===== src/design/trc_pkg.sv =====
// Package for the texture residency cache: operation codes, sequencer states,
// request, entry and result types shared by the modules.
// No dependencies.
package trc_pkg;

  // Default number of table slots
  localparam int TRC_TABLE_ENTRIES = 16;

  // Reset value of the garbage collection age limit
  localparam logic [31:0] TRC_MAX_AGE_RESET = 32'd60;

  // Operation codes
  localparam logic [1:0] FUNC_LOOKUP  = 2'd0;
  localparam logic [1:0] FUNC_COLLECT = 2'd1;
  localparam logic [1:0] FUNC_CLEAR   = 2'd2;

  // Sequencer states
  typedef enum logic [1:0] {
    ST_IDLE,
    ST_SCAN,
    ST_DECIDE,
    ST_CLOSE
  } trc_state_t;

  // One input item
  typedef struct packed {
    logic [1:0]  func;
    logic [31:0] address;
    logic [10:0] tex_width;
    logic [10:0] tex_height;
    logic [3:0]  tex_mode;
    logic [31:0] update_count;
    logic [31:0] frame_number;
    logic [31:0] offered_handle;
  } trc_req_t;

  // One table entry as held in the entry memory
  typedef struct packed {
    logic [31:0] address;
    logic [10:0] width;
    logic [10:0] height;
    logic [3:0]  mode;
    logic [31:0] handle;
    logic [31:0] updates;
    logic [31:0] last_frame;
  } trc_entry_t;

  // Compare unit flags for one entry against the current item
  typedef struct packed {
    logic addr_eq;
    logic geom_eq;
    logic upd_gt;
    logic aged;
  } trc_cmp_t;

  // One result item
  typedef struct packed {
    logic [31:0] result_handle;
    logic        push_data;
    logic        used_offer;
    logic        release_valid;
    logic [31:0] release_handle;
    logic        table_full;
    logic        last;
  } trc_result_t;

endpackage


===== src/design/trc_ifs.sv =====
// Valid/ready channel interfaces of the texture residency cache: request,
// result and configuration write. Depends on nothing.
interface trc_req_if;
  logic        valid;
  logic        ready;
  logic [1:0]  func;
  logic [31:0] address;
  logic [10:0] tex_width;
  logic [10:0] tex_height;
  logic [3:0]  tex_mode;
  logic [31:0] update_count;
  logic [31:0] frame_number;
  logic [31:0] offered_handle;

  modport source (
    output valid, func, address, tex_width, tex_height, tex_mode,
           update_count, frame_number, offered_handle,
    input  ready
  );
  modport sink (
    input  valid, func, address, tex_width, tex_height, tex_mode,
           update_count, frame_number, offered_handle,
    output ready
  );
endinterface

interface trc_rsp_if;
  logic        valid;
  logic        ready;
  logic [31:0] result_handle;
  logic        push_data;
  logic        used_offer;
  logic        release_valid;
  logic [31:0] release_handle;
  logic        table_full;
  logic        last;

  modport source (
    output valid, result_handle, push_data, used_offer, release_valid,
           release_handle, table_full, last,
    input  ready
  );
  modport sink (
    input  valid, result_handle, push_data, used_offer, release_valid,
           release_handle, table_full, last,
    output ready
  );
endinterface

interface trc_cfg_if;
  logic        valid;
  logic        ready;
  logic [31:0] max_age;

  modport source (output valid, max_age, input ready);
  modport sink (input valid, max_age, output ready);
endinterface


===== src/design/trc_cmp.sv =====
// Shared compare unit: matches one table entry against the current item and
// checks its age. Depends on trc_pkg.
module trc_cmp
  import trc_pkg::*;
(
  input  trc_entry_t  entry,
  input  trc_req_t    req,
  input  logic [31:0] max_age,
  output trc_cmp_t    flags
);

  logic [31:0] age;

  // Wrapping frame distance since last use
  assign age = req.frame_number - entry.last_frame;

  // Key, geometry, update count and age compares
  always_comb begin
    flags.addr_eq = (entry.address == req.address);
    flags.geom_eq = (entry.width == req.tex_width) && (entry.height == req.tex_height)
                    && (entry.mode == req.tex_mode);
    flags.upd_gt  = (req.update_count > entry.updates);
    flags.aged    = (age > max_age);
  end

endmodule


===== src/design/texture_residency_cache.sv =====
// Top level of the texture residency cache: sequencer, entry memory, valid
// bits, output register. Depends on trc_pkg, trc_ifs and trc_cmp.
//
// A table of TABLE_ENTRIES texture slots keyed by video memory address. Every
// item walks the entry memory through its single read port, one slot per
// cycle unless a release waits for the result register, with the shared
// compare unit checking each slot. The block takes no new item until it is
// idle again. A lookup scans every slot and then has one decision step that
// may write a slot and loads the single result once the result register is
// free. Collect and clear scan every slot and then have a closing step that
// loads the closing item; the scan or the closing step holds while the result
// register is still occupied. They give one item per released slot in slot
// order and then a closing item with last set. An unknown func goes straight
// to the closing step and gives one closing item with only last set. The
// max_age register may be written at any time the block is idle; reset sets
// it to 60.
module texture_residency_cache
  import trc_pkg::*;
#(
  parameter int TABLE_ENTRIES = TRC_TABLE_ENTRIES
) (
  input  logic   clk,
  input  logic   rst,
  trc_req_if.sink   req,
  trc_rsp_if.source rsp,
  trc_cfg_if.sink   cfg
);

  localparam int IDX_W = (TABLE_ENTRIES > 1) ? $clog2(TABLE_ENTRIES) : 1;
  localparam logic [IDX_W-1:0] LAST_IDX = IDX_W'(TABLE_ENTRIES - 1);

  trc_state_t state, state_next;
  logic [IDX_W-1:0] idx, idx_next;
  logic [TABLE_ENTRIES-1:0] valid;
  logic [31:0] max_age;

  trc_req_t   req_q;
  trc_req_t   req_in;
  trc_entry_t mem [TABLE_ENTRIES];
  trc_entry_t rd_data;
  trc_cmp_t   cmp;

  // Lookup scan results
  logic             found_hit;
  logic [IDX_W-1:0] found_idx;
  trc_entry_t       found_entry;
  trc_cmp_t         found_cmp;
  logic             free_hit;
  logic [IDX_W-1:0] free_idx;

  // Output register
  logic        o_valid;
  trc_result_t o_data;
  trc_result_t o_next;
  logic        o_load;
  logic        can_emit;

  // Datapath controls
  logic             advance;
  logic             scan_emit;
  logic             scan_end;
  logic             wr_en;
  logic [IDX_W-1:0] wr_idx;
  trc_entry_t       wr_data;
  logic             vld_wr_en;
  logic             vld_wr_val;
  logic [IDX_W-1:0] vld_wr_idx;
  logic             accept;

  assign accept   = req.valid && req.ready;
  assign req.ready = (state == ST_IDLE);
  assign cfg.ready = 1'b1;
  assign can_emit = !o_valid || rsp.ready;

  // Gather the incoming item
  always_comb begin
    req_in.func           = req.func;
    req_in.address        = req.address;
    req_in.tex_width      = req.tex_width;
    req_in.tex_height     = req.tex_height;
    req_in.tex_mode       = req.tex_mode;
    req_in.update_count   = req.update_count;
    req_in.frame_number   = req.frame_number;
    req_in.offered_handle = req.offered_handle;
  end

  trc_cmp u_cmp (
    .entry   (rd_data),
    .req     (req_q),
    .max_age (max_age),
    .flags   (cmp)
  );

  // Scan stepping: lookups never stall, releases wait for the result register
  always_comb begin
    scan_emit = 1'b0;
    advance   = 1'b0;
    if (state == ST_SCAN) begin
      if (req_q.func == FUNC_LOOKUP) begin
        advance = 1'b1;
      end else if (valid[idx] && (req_q.func == FUNC_CLEAR || cmp.aged)) begin
        scan_emit = 1'b1;
        advance   = can_emit;
      end else begin
        advance = 1'b1;
      end
    end
    scan_end = advance && (idx == LAST_IDX);
  end

  // Next state and next slot index
  always_comb begin
    state_next = state;
    idx_next   = '0;
    case (state)
      ST_IDLE: begin
        if (accept) begin
          if (req.func inside {FUNC_LOOKUP, FUNC_COLLECT, FUNC_CLEAR}) begin
            state_next = ST_SCAN;
          end else begin
            state_next = ST_CLOSE;
          end
        end
      end
      ST_SCAN: begin
        if (scan_end) begin
          state_next = (req_q.func == FUNC_LOOKUP) ? ST_DECIDE : ST_CLOSE;
        end else if (advance) begin
          idx_next = idx + 1'b1;
        end else begin
          idx_next = idx;
        end
      end
      ST_DECIDE: begin
        if (can_emit) begin
          state_next = ST_IDLE;
        end
      end
      ST_CLOSE: begin
        if (can_emit) begin
          state_next = ST_IDLE;
        end
      end
      default: state_next = ST_IDLE;
    endcase
  end

  // Result, memory write and valid bit controls
  always_comb begin
    o_load     = 1'b0;
    o_next     = '0;
    wr_en      = 1'b0;
    wr_idx     = found_idx;
    wr_data.address    = req_q.address;
    wr_data.width      = req_q.tex_width;
    wr_data.height     = req_q.tex_height;
    wr_data.mode       = req_q.tex_mode;
    wr_data.handle     = req_q.offered_handle;
    wr_data.updates    = req_q.update_count;
    wr_data.last_frame = req_q.frame_number;
    vld_wr_en  = 1'b0;
    vld_wr_val = 1'b0;
    vld_wr_idx = idx;
    case (state)
      ST_SCAN: begin
        // Release one slot
        if (scan_emit && can_emit) begin
          o_load                = 1'b1;
          o_next.release_valid  = 1'b1;
          o_next.release_handle = rd_data.handle;
          vld_wr_en             = 1'b1;
        end
      end
      ST_DECIDE: begin
        o_load      = can_emit;
        o_next.last = 1'b1;
        vld_wr_idx  = found_idx;
        if (found_hit && found_cmp.geom_eq) begin
          // Hit: refresh frame, take the newer update count
          wr_en              = can_emit;
          wr_data            = found_entry;
          wr_data.last_frame = req_q.frame_number;
          if (found_cmp.upd_gt) begin
            wr_data.updates = req_q.update_count;
          end
          o_next.result_handle = found_entry.handle;
          o_next.push_data     = found_cmp.upd_gt;
        end else if (found_hit) begin
          // Mismatch: release the old handle, recreate in place if offered
          o_next.release_valid  = 1'b1;
          o_next.release_handle = found_entry.handle;
          vld_wr_en             = can_emit;
          if (req_q.offered_handle != '0) begin
            wr_en                = can_emit;
            vld_wr_val           = 1'b1;
            o_next.result_handle = req_q.offered_handle;
            o_next.push_data     = 1'b1;
            o_next.used_offer    = 1'b1;
          end
        end else if (!free_hit) begin
          o_next.table_full = 1'b1;
        end else if (req_q.offered_handle != '0) begin
          // Miss: create in the lowest free slot
          wr_en                = can_emit;
          wr_idx               = free_idx;
          vld_wr_en            = can_emit;
          vld_wr_val           = 1'b1;
          vld_wr_idx           = free_idx;
          o_next.result_handle = req_q.offered_handle;
          o_next.push_data     = 1'b1;
          o_next.used_offer    = 1'b1;
        end
      end
      ST_CLOSE: begin
        o_load      = can_emit;
        o_next.last = 1'b1;
      end
      default: begin
      end
    endcase
  end

  // Sequencer, valid bits, configuration and result valid
  always_ff @(posedge clk) begin
    if (rst) begin
      state   <= ST_IDLE;
      idx     <= '0;
      valid   <= '0;
      max_age <= TRC_MAX_AGE_RESET;
      o_valid <= 1'b0;
    end else begin
      state <= state_next;
      idx   <= idx_next;
      if (vld_wr_en) begin
        valid[vld_wr_idx] <= vld_wr_val;
      end
      if (cfg.valid && cfg.ready) begin
        max_age <= cfg.max_age;
      end
      if (o_load) begin
        o_valid <= 1'b1;
      end else if (rsp.ready) begin
        o_valid <= 1'b0;
      end
    end
  end

  // Entry memory: read the slot the scan visits next, write on decision
  always_ff @(posedge clk) begin
    if (wr_en) begin
      mem[wr_idx] <= wr_data;
    end
    rd_data <= mem[idx_next];
  end

  // Item capture, lookup tracking and result payload
  always_ff @(posedge clk) begin
    if (accept) begin
      req_q <= req_in;
    end
    if (rst || accept) begin
      found_hit <= 1'b0;
      free_hit  <= 1'b0;
    end else if (state == ST_SCAN && req_q.func == FUNC_LOOKUP) begin
      if (valid[idx] && cmp.addr_eq && !found_hit) begin
        found_hit   <= 1'b1;
        found_idx   <= idx;
        found_entry <= rd_data;
        found_cmp   <= cmp;
      end
      if (!valid[idx] && !free_hit) begin
        free_hit <= 1'b1;
        free_idx <= idx;
      end
    end
    if (o_load) begin
      o_data <= o_next;
    end
  end

  // Drive the result channel
  assign rsp.valid          = o_valid;
  assign rsp.result_handle  = o_data.result_handle;
  assign rsp.push_data      = o_data.push_data;
  assign rsp.used_offer     = o_data.used_offer;
  assign rsp.release_valid  = o_data.release_valid;
  assign rsp.release_handle = o_data.release_handle;
  assign rsp.table_full     = o_data.table_full;
  assign rsp.last           = o_data.last;

  // A stored entry always carries a live handle
  a_wr_handle: assert property (@(posedge clk) disable iff (rst)
    wr_en |-> wr_data.handle != '0)
    else $error("entry written with a zero handle");

  // Release items from the scan are never the closing item
  a_scan_not_last: assert property (@(posedge clk) disable iff (rst)
    (o_load && state == ST_SCAN) |-> !o_next.last && o_next.release_valid)
    else $error("scan result malformed");

  // Collect and clear never add entries
  a_scan_shrinks: assert property (@(posedge clk) disable iff (rst)
    (state == ST_SCAN && req_q.func != FUNC_LOOKUP)
    |=> $countones(valid) <= $past($countones(valid)))
    else $error("valid entries grew during release scan");

  // The decision cycle ends the item once the result register takes it
  a_decide_done: assert property (@(posedge clk) disable iff (rst)
    (state == ST_DECIDE && can_emit) |=> state == ST_IDLE && o_valid && o_data.last)
    else $error("lookup did not complete");

  // A released slot is cleared in the same step
  a_release_clears: assert property (@(posedge clk) disable iff (rst)
    (o_load && state == ST_SCAN) |=> !valid[$past(idx)])
    else $error("released slot still valid");

endmodule

===== src/flat_wrapper.sv =====
// flat-port wrapper written by rule: the top's interface ports become plain ports
module texture_residency_cache_flat import trc_pkg::*;
#(
  parameter int TABLE_ENTRIES = TRC_TABLE_ENTRIES
)
  (clk, rst, req_valid, req_func, req_address, req_tex_width, req_tex_height, req_tex_mode, req_update_count, req_frame_number, req_offered_handle, req_ready, rsp_valid, rsp_result_handle, rsp_push_data, rsp_used_offer, rsp_release_valid, rsp_release_handle, rsp_table_full, rsp_last, rsp_ready, cfg_valid, cfg_max_age, cfg_ready);
  trc_req_if req_i ();
  trc_rsp_if rsp_i ();
  trc_cfg_if cfg_i ();
  input  logic clk;
  input  logic rst;
  input wire logic [$bits(req_i.valid)-1:0] req_valid;
  input wire logic [$bits(req_i.func)-1:0] req_func;
  input wire logic [$bits(req_i.address)-1:0] req_address;
  input wire logic [$bits(req_i.tex_width)-1:0] req_tex_width;
  input wire logic [$bits(req_i.tex_height)-1:0] req_tex_height;
  input wire logic [$bits(req_i.tex_mode)-1:0] req_tex_mode;
  input wire logic [$bits(req_i.update_count)-1:0] req_update_count;
  input wire logic [$bits(req_i.frame_number)-1:0] req_frame_number;
  input wire logic [$bits(req_i.offered_handle)-1:0] req_offered_handle;
  output wire logic [$bits(req_i.ready)-1:0] req_ready;
  output wire logic [$bits(rsp_i.valid)-1:0] rsp_valid;
  output wire logic [$bits(rsp_i.result_handle)-1:0] rsp_result_handle;
  output wire logic [$bits(rsp_i.push_data)-1:0] rsp_push_data;
  output wire logic [$bits(rsp_i.used_offer)-1:0] rsp_used_offer;
  output wire logic [$bits(rsp_i.release_valid)-1:0] rsp_release_valid;
  output wire logic [$bits(rsp_i.release_handle)-1:0] rsp_release_handle;
  output wire logic [$bits(rsp_i.table_full)-1:0] rsp_table_full;
  output wire logic [$bits(rsp_i.last)-1:0] rsp_last;
  input wire logic [$bits(rsp_i.ready)-1:0] rsp_ready;
  input wire logic [$bits(cfg_i.valid)-1:0] cfg_valid;
  input wire logic [$bits(cfg_i.max_age)-1:0] cfg_max_age;
  output wire logic [$bits(cfg_i.ready)-1:0] cfg_ready;
  assign req_i.valid = req_valid;
  assign req_i.func = req_func;
  assign req_i.address = req_address;
  assign req_i.tex_width = req_tex_width;
  assign req_i.tex_height = req_tex_height;
  assign req_i.tex_mode = req_tex_mode;
  assign req_i.update_count = req_update_count;
  assign req_i.frame_number = req_frame_number;
  assign req_i.offered_handle = req_offered_handle;
  assign req_ready = req_i.ready;
  assign rsp_valid = rsp_i.valid;
  assign rsp_result_handle = rsp_i.result_handle;
  assign rsp_push_data = rsp_i.push_data;
  assign rsp_used_offer = rsp_i.used_offer;
  assign rsp_release_valid = rsp_i.release_valid;
  assign rsp_release_handle = rsp_i.release_handle;
  assign rsp_table_full = rsp_i.table_full;
  assign rsp_last = rsp_i.last;
  assign rsp_i.ready = rsp_ready;
  assign cfg_i.valid = cfg_valid;
  assign cfg_i.max_age = cfg_max_age;
  assign cfg_ready = cfg_i.ready;
  texture_residency_cache #(.TABLE_ENTRIES(TABLE_ENTRIES)) u_core (.clk(clk), .rst(rst), .req(req_i), .rsp(rsp_i), .cfg(cfg_i));
endmodule

===== config.mk =====
export PLATFORM = sky130hd
export DESIGN_NAME = texture_residency_cache_flat
export DESIGN_NICKNAME = d
export VERILOG_FILES = /design/src/design/trc_pkg.sv /design/src/design/trc_ifs.sv /design/src/design/trc_cmp.sv /design/src/design/texture_residency_cache.sv /design/src/flat_wrapper.sv
export SDC_FILE = /design/constraint.sdc
export NUM_CORES = 2
export LEC_CHECK = 0
export ABC_AREA = 1
export BUFFER_PORTS_ARGS = -buffer_cell sky130_fd_sc_hd__clkbuf_2
export CAP_MARGIN = 10
export CORE_ASPECT_RATIO = 1.75
export CORE_UTILIZATION = 45
export CTS_CLUSTER_SIZE = 8
export DETAILED_ROUTE_END_ITERATION = 10
export PLACE_DENSITY = 0.57
export SLEW_MARGIN = 5
export SYNTH_ARGS = -nofsm -noshare
export SYNTH_HDL_FRONTEND = slang
export SYNTH_SLANG_ARGS = --single-unit

===== constraint.sdc =====
create_clock -name clk -period 13.8 [get_ports clk]
set_clock_uncertainty 0.2 [all_clocks]
set_input_delay 2.76 -clock clk [delete_from_list [all_inputs] [get_ports clk]]
set_output_delay 2.76 -clock clk [all_outputs]
set_load 0.005 [all_outputs]

* Yosys cells after proc, flatten, opt, wreduce, memory -nomap -nowiden
Memory sizes are Yosys's and may differ from the RTL's. A register that Yosys moved wholly into a read port is not among the register bits.
Index checks and enable logic that the tools add are counted.
** Word-level totals
- Memories kept :: 1
- Bits in writable memories :: 2464
- Input bits :: 193
- Bits in registers :: 414
** Memories
- u_core.mem :: depth 16, bits a word 154, read ports 1, clocked after memory_dff 1, wr ports 1, RTL line texture_residency_cache.sv:39 : trc_entry_t mem [TABLE_ENTRIES];
** Operators by class
- Mux-type cells :: 59
- Add/subtract/negate cells :: 2
- Order comparisons :: 5
- Bitwise operators :: 2
- Equality and inequality tests :: 14
- Reductions and logical operators :: 33
** Operator list (count)
- two-way mux 154 bit :: 2
- two-way mux 34 bit :: 4
- two-way mux 33 bit :: 3
- case mux 33 bit (2 select lines) :: 1
- greater-than comparator 32 bit :: 2
- two-way mux 4 bit :: 9
- == test 32 bit :: 1
- two-way mux 32 bit :: 1
- nonzero test 32 bit :: 1
- subtractor 32 bit :: 1
- two-way mux 1 bit :: 29
- == test 11 bit :: 2
- bitwise mux 16 bit :: 1
- logical AND 1 bit :: 12
- less-than comparator 4 x 5 -> 1 bit (second input constant) :: 2
- AND reduction 3 bit :: 3
- == test 2 bit (second input constant) :: 4
- two-way mux 2 bit :: 4
- zero test 2 bit :: 3
- case mux 2 bit (3 select lines) :: 1
- adder 4 x 1 -> 4 bit (second input constant) :: 1
- binary-select mux 1 bit (select 4 bit) :: 1
- demux 1 bit (select 4 bit) :: 1
- == test 2 x 1 -> 1 bit (second input constant) :: 2
- other kinds (14) :: 24

* Longest topological paths before layout
- Depth in word-level cells :: 11
- Mapped depth :: 37

* Hierarchy
Synthesis repeated with hierarchy kept, for this count alone.
** Second synthesis, totals
- Cell total of the unflattened synthesis :: 11821
- Area, all modules :: 130058.5 µm²
** By module, submodules not included
- texture_residency_cache :: area each 125242.6 µm², instances 1, cells an instance 10913, seq. area each 88935.3 µm²
- trc_cmp :: area each 4815.9 µm², instances 1, cells an instance 908, seq. area each 0.0 µm²

* Least setup slack after synthesis
OpenSTA, ideal clock, no wires.
- Path type :: input-to-reg
- From :: in rsp_ready
- To :: mem u_core.mem[10][0] (netlist name) (enable)
- Stages :: 6
- Data arrival time :: 10.069 ns
- Setup slack :: 2.861 ns
- Data required time :: 12.930 ns
- Path buffers :: 0
- Cells stage by stage :: nor2_1 > a2111oi_0 > inv_1 > nor2_1 > nand2_1 > nor2_1
** Between the ends
- Cells in the longest elaborated chain, start to end :: 8
** Ends and longest elaborated chain
- from (decl) :: RTL line flat_wrapper.sv:30 : input wire logic [$bits(rsp_i.ready)-1:0] rsp_ready;
- logical OR 1 bit (*) :: RTL line texture_residency_cache.sv:73 : assign can_emit = !o_valid || rsp.ready;
- two-way mux 1 bit :: RTL line texture_residency_cache.sv:193, texture_residency_cache.sv:202
- two-way mux 1 bit :: RTL line texture_residency_cache.sv:200 : end else if (!free_hit) begin
- two-way mux 1 bit :: RTL line texture_residency_cache.sv:188 : end else if (found_hit) begin
- two-way mux 1 bit (*) :: RTL line texture_residency_cache.sv:178 : if (found_hit && found_cmp.geom_eq) begin
- two-way mux 1 bit (*) :: RTL line texture_residency_cache.sv:164 : case (state)
- two-way mux 1 bit (*) :: RTL line texture_residency_cache.sv:250 : if (wr_en) begin
- two-way mux 1 bit (not written as such) (*) :: RTL line texture_residency_cache.sv:251 : mem[wr_idx] <= wr_data;
- to (decl) :: RTL line texture_residency_cache.sv:39
Every way passes the cells marked *; elsewhere a longest branch is shown, timed or not.

* Final worst setup path
- From :: reg u_core.req_q[34] (netlist name)
- To :: reg u_core.rd_data[78] (netlist name)
** Between the ends
- Cells in the longest elaborated chain, start to end :: 10
** Ends and longest elaborated chain
- from (decl) :: RTL line texture_residency_cache.sv:37 : trc_req_t req_q;
- from (signal assigned) :: RTL line texture_residency_cache.sv:259 : req_q <= req_in;
- subtractor 32 bit (*) :: RTL line trc_cmp.sv:15 : assign age = req.frame_number - entry.last_frame;
- greater-than comparator 32 bit (*) :: RTL line trc_cmp.sv:23 : flags.aged = (age > max_age);
- logical OR 1 bit (*) :: RTL line texture_residency_cache.sv:101 : end else if (valid[idx] && (req_q.func == FUNC_CLEAR || cmp.aged)) begin
- logical AND 1 bit (*) :: RTL line texture_residency_cache.sv:101
- two-way mux 1 bit (*) :: RTL line texture_residency_cache.sv:101
- two-way mux 1 bit (*) :: RTL line texture_residency_cache.sv:99 : if (req_q.func == FUNC_LOOKUP) begin
- two-way mux 1 bit (*) :: RTL line texture_residency_cache.sv:98 : if (state == ST_SCAN) begin
- two-way mux 4 bit or logical AND 1 bit (tied branches) :: RTL line texture_residency_cache.sv:128, texture_residency_cache.sv:108
- two-way mux 4 bit (*) :: RTL line texture_residency_cache.sv:126 : if (scan_end) begin
- two-way mux 4 bit (*) :: RTL line texture_residency_cache.sv:115 : case (state)
Marks and branches as above.
A chain may end at the register's enable or synchronous reset.

==> impl_metrics.yaml <==
timing:
  min_period_ns: 10.59
  drv_slew: 0
  hold_viol: 0
  finalCritPeriodShare_pct: 76.7
  fin_setup_tns_ns: 0
  rsz0062_at_grt: "no"
  tightest_slew_ns: 1.43
  setup_viol: 0
  relSlewSlack_pct: 4.60
  fmax_mhz: 94.4
critical_path:
  cp-end-kind: "flop"
  r2r_end: "u_core.rd_data[78]"
  crit_arrival_ns: 11.18
  rr_worst_depth: 33
  cp_slowest_cell: "buf_4"
  worstReg2RegStart: "u_core.req_q[34]"
  critPathMaxStageDelay_ns: 0.94
  rrSetupSlack_ns: 3.21
  required_ns: 14.40
  cp-start-kind: "flop"
  crit_fanout: 95
  crit_top_cell: "nand2_1"
  worstSetupPathType: "reg -> reg"
hold_path:
  hold_path.startpoint: "u_core.rd_data[54]"
  worstHoldPathType: "reg -> reg"
  min_to: "u_core.found_entry[54]"
  hold_depth: 0
floorplanning:
  die_w_um: 413
  die-area_um2: 298000
  row_count: 263
  initial_core_util_pct: 45.4
  die_h_um: 722
  coreArea_um2: 294000
  io_pins: 265
power_and_ir_drop:
  switching_power_uw: 7550
  power.leakage_uw: 0.0620
  p_sw_share_pct: 30.1
  clkPwrFrac_pct: 38.3
  ir_drop_uv: 209
  p_int_uw: 17500
  pwr_density_cell_nw_per_um2: 167
  p_comb_share_pct: 17.6
  power.share.sequential_pct: 44.1
synthesis:
  syn-num-nets: 12800
  ys_types: 49
  ys_ff_latch: 3032
  synth_cells: 12500
  yosysMostFrequentCell: "edfxtp_1"
  synth_edf_count: 2821
  seq_area_frac_synth_pct: 66.8
  ys_top_cells_by_area: "edfxtp_1 64%, nand3_1 8.4%, inv_1 7.6%"
  synthesis.area_um2: 133000
  yosys.area_share.simple_pct: 19.7
  synth-xor-area-share_pct: 0.421
  synth.avg_cell_area_um2: 10.6
  synth_top_area_share_pct: 63.6
  synth_compound_area_share_pct: 1.52
  synthArstFlopShare_pct: 0
  yosysTopAreaCell: "edfxtp_1"
  synth-main-ff-cell: "edfxtp_1"
  muxShareOfSynthArea_pct: 0.262
  synth_top_family_by_area: "simple AND/OR/NAND/NOR gates"
  yosys.area_share.adder_pct: 0.964
  synth_common_cells: "2821 x edfxtp_1, 2702 x inv_1, 2225 x nand3_1"
  yosys_warnings: 0
cells_and_area:
  nFillCells: 25700
  regArea_um2: 88900
  nets: 12800
  multi_input_area_um2: 30600
  postLayoutCellArea_um2: 150000
  area_growth_pct: 12.5
  final_cells: 16700
  layout-drive-gt1-share_pct: 7.68
clocking:
  h-tree-depth: 5
  cts-root-buf: "clkbuf_16"
  cts_buffers: 421
  cts_buffer_depth: 4
  cts_resized: 0
  postCtsSetupBuffers: 0
  clock_latency_ns: 0.93
  path_clk_slew_ns: 0.05
  cts_tree: "yes"
  hold_buffers: 0
  numClockSinks: 3032
routing:
  drt-pass1-iter-count: 7
  drtIter0Drc: 9528
  wl_um: 394000
  wl_per_cell_um: 23.6
  ant_nets: 0
  vias: 94700
  route.detailed.drc: 0
  via_per_inst: 5.67
placed_design:
  hpwl_um: 191000
  portBuffers: 263
  dp_cells: 16000
  routabilityCongestion: 0.835
  place_area_um2: 138000
status:
  status: "finished, final reports clean"
global_routing:
  grt_pass1_vias: 93600
  grt_max_degree: 227
  gr-usage-all-layers_pct: 26.0
  grt_remaining_overflow: 0
  antenna_found_initial: 12
  grt_pass1_wl_um: 585000
job:
  cap_viol_max_count: 0
## layout make-up
class / instances / area share [%]
Antenna cell: 1 / 0.00167
Clock buffer: 713 / 7.89
Clock inverter: 16 / 0.138
Inverter: 2708 / 6.81
Multi-Input combinational cell: 5924 / 20.4
Sequential cell: 3032 / 59.4
Tap cell: 3842 / 3.21
Timing Repair Buffer: 461 / 2.15
## flip-flops by register name, indices dropped and copies added, names as in the netlist, 4 cells and up
name	count
u_core.rsp.release_handle	32
u_core.rsp.result_handle	32
u_core.req_q	156
u_core.found_idx	4
u_core.valid	16
u_core.idx	4
u_core.mem	2464
u_core.rd_data	154
u_core.free_idx	4
u_core.found_entry	122
u_core.max_age	32
## placed cells by master, fill, tap and decap left out, drive strengths merged, types with 3 or more instances in the layout
cell type and instances:
a31oi 3, nor4 17, a21o 4, nor2 88, o221ai 3, o21ai 184, a221oi 3, buf 198
o2111ai 4, nor3 19, clkinv 9, inv 2715, dfxtp 211, o22ai 4, a21oi 153, clkbuf 976
edfxtp 2821, xor2 38, nand3 2227, xnor2 26, o21a 3, nand4 1280, ha 101, mux2 31
nand2 1709, a211oi 7, or2 5
## critical path: cells and delay by family, from the launching register on
family / cells / cell delay [ns]
fa+ha+maj: 2 / 0.81
simple gates: 18 / 2.81
xor+xnor: 1 / 0.15
compound gates: 6 / 1.85
buf+inv: 6 / 3.79
flops: 1 / 0.64
## power groups by stage
stage          clock network [uW]  registers, uW  logic, uW
6_report                     9600          11000       4400
5_1_grt                     10100          11100       4780
4_1_cts                      9760          11000       4350
3_5_place_dp                    0          11200       4340
3_3_place_gp                    0          11200       4270
2_1_floorplan                   0          11100       2970
## through the flow
step / util, % / worst slack (ns) / hold WS [ns] / power (uW)
CTS: 51.0 / 3.44 / 0.226 / 25200
global route: 51.0 / 2.65 / 0.236 / 25900
floorplan: - / 2.86 / 0.208 / 14100
finish: 51.0 / 3.21 / 0.230 / 25000
global placement: 46.9 / 3.60 / 0.219 / 15500
detailed placement: 46.9 / 3.48 / 0.219 / 15600
## routing by layer
layer	part of all wire (%)	vias to the layer above	wire, um	track usage (%)
li1	-	42700	-	-
met1	40	46900	157000	33.2
met5	0	-	0	0
met3	7.0	913	27400	3.29
met2	49	4085	194000	44.4
met4	3.9	0	15400	10.6
## worst max-delay path by stage
stage / start / end / slack, ns / depth (start not counted)
final: u_core.req_q[34] / u_core.rd_data[78] / 3.21 / 33
after global routing: u_core.req_q[34] / u_core.rd_data[80] / 2.65 / 32
after CTS: u_core.req_q[34] / u_core.rd_data[78] / 3.44 / 33
after detailed placement: u_core.req_q[34] / u_core.rd_data[78] / 3.48 / 33
after global placement: u_core.req_q[34] / u_core.rd_data[84] / 3.60 / 33
after floorplan: rsp_ready / u_core.mem[10][0] / 2.86 / 6
## kinds of logic (layout without fill, tap and decap cells)
group,after synthesis,count (layout)
DFF,3032,3032
xor gates and xnor gates,64,64
muxes,31,31
buffers and inverters,3552,3898
AOI/OAI and AO/OA,379,379
other,1,2
adders and majority gates,102,102
and+or+nand+nor,5347,5347
(Power assumes the default switching activity.)
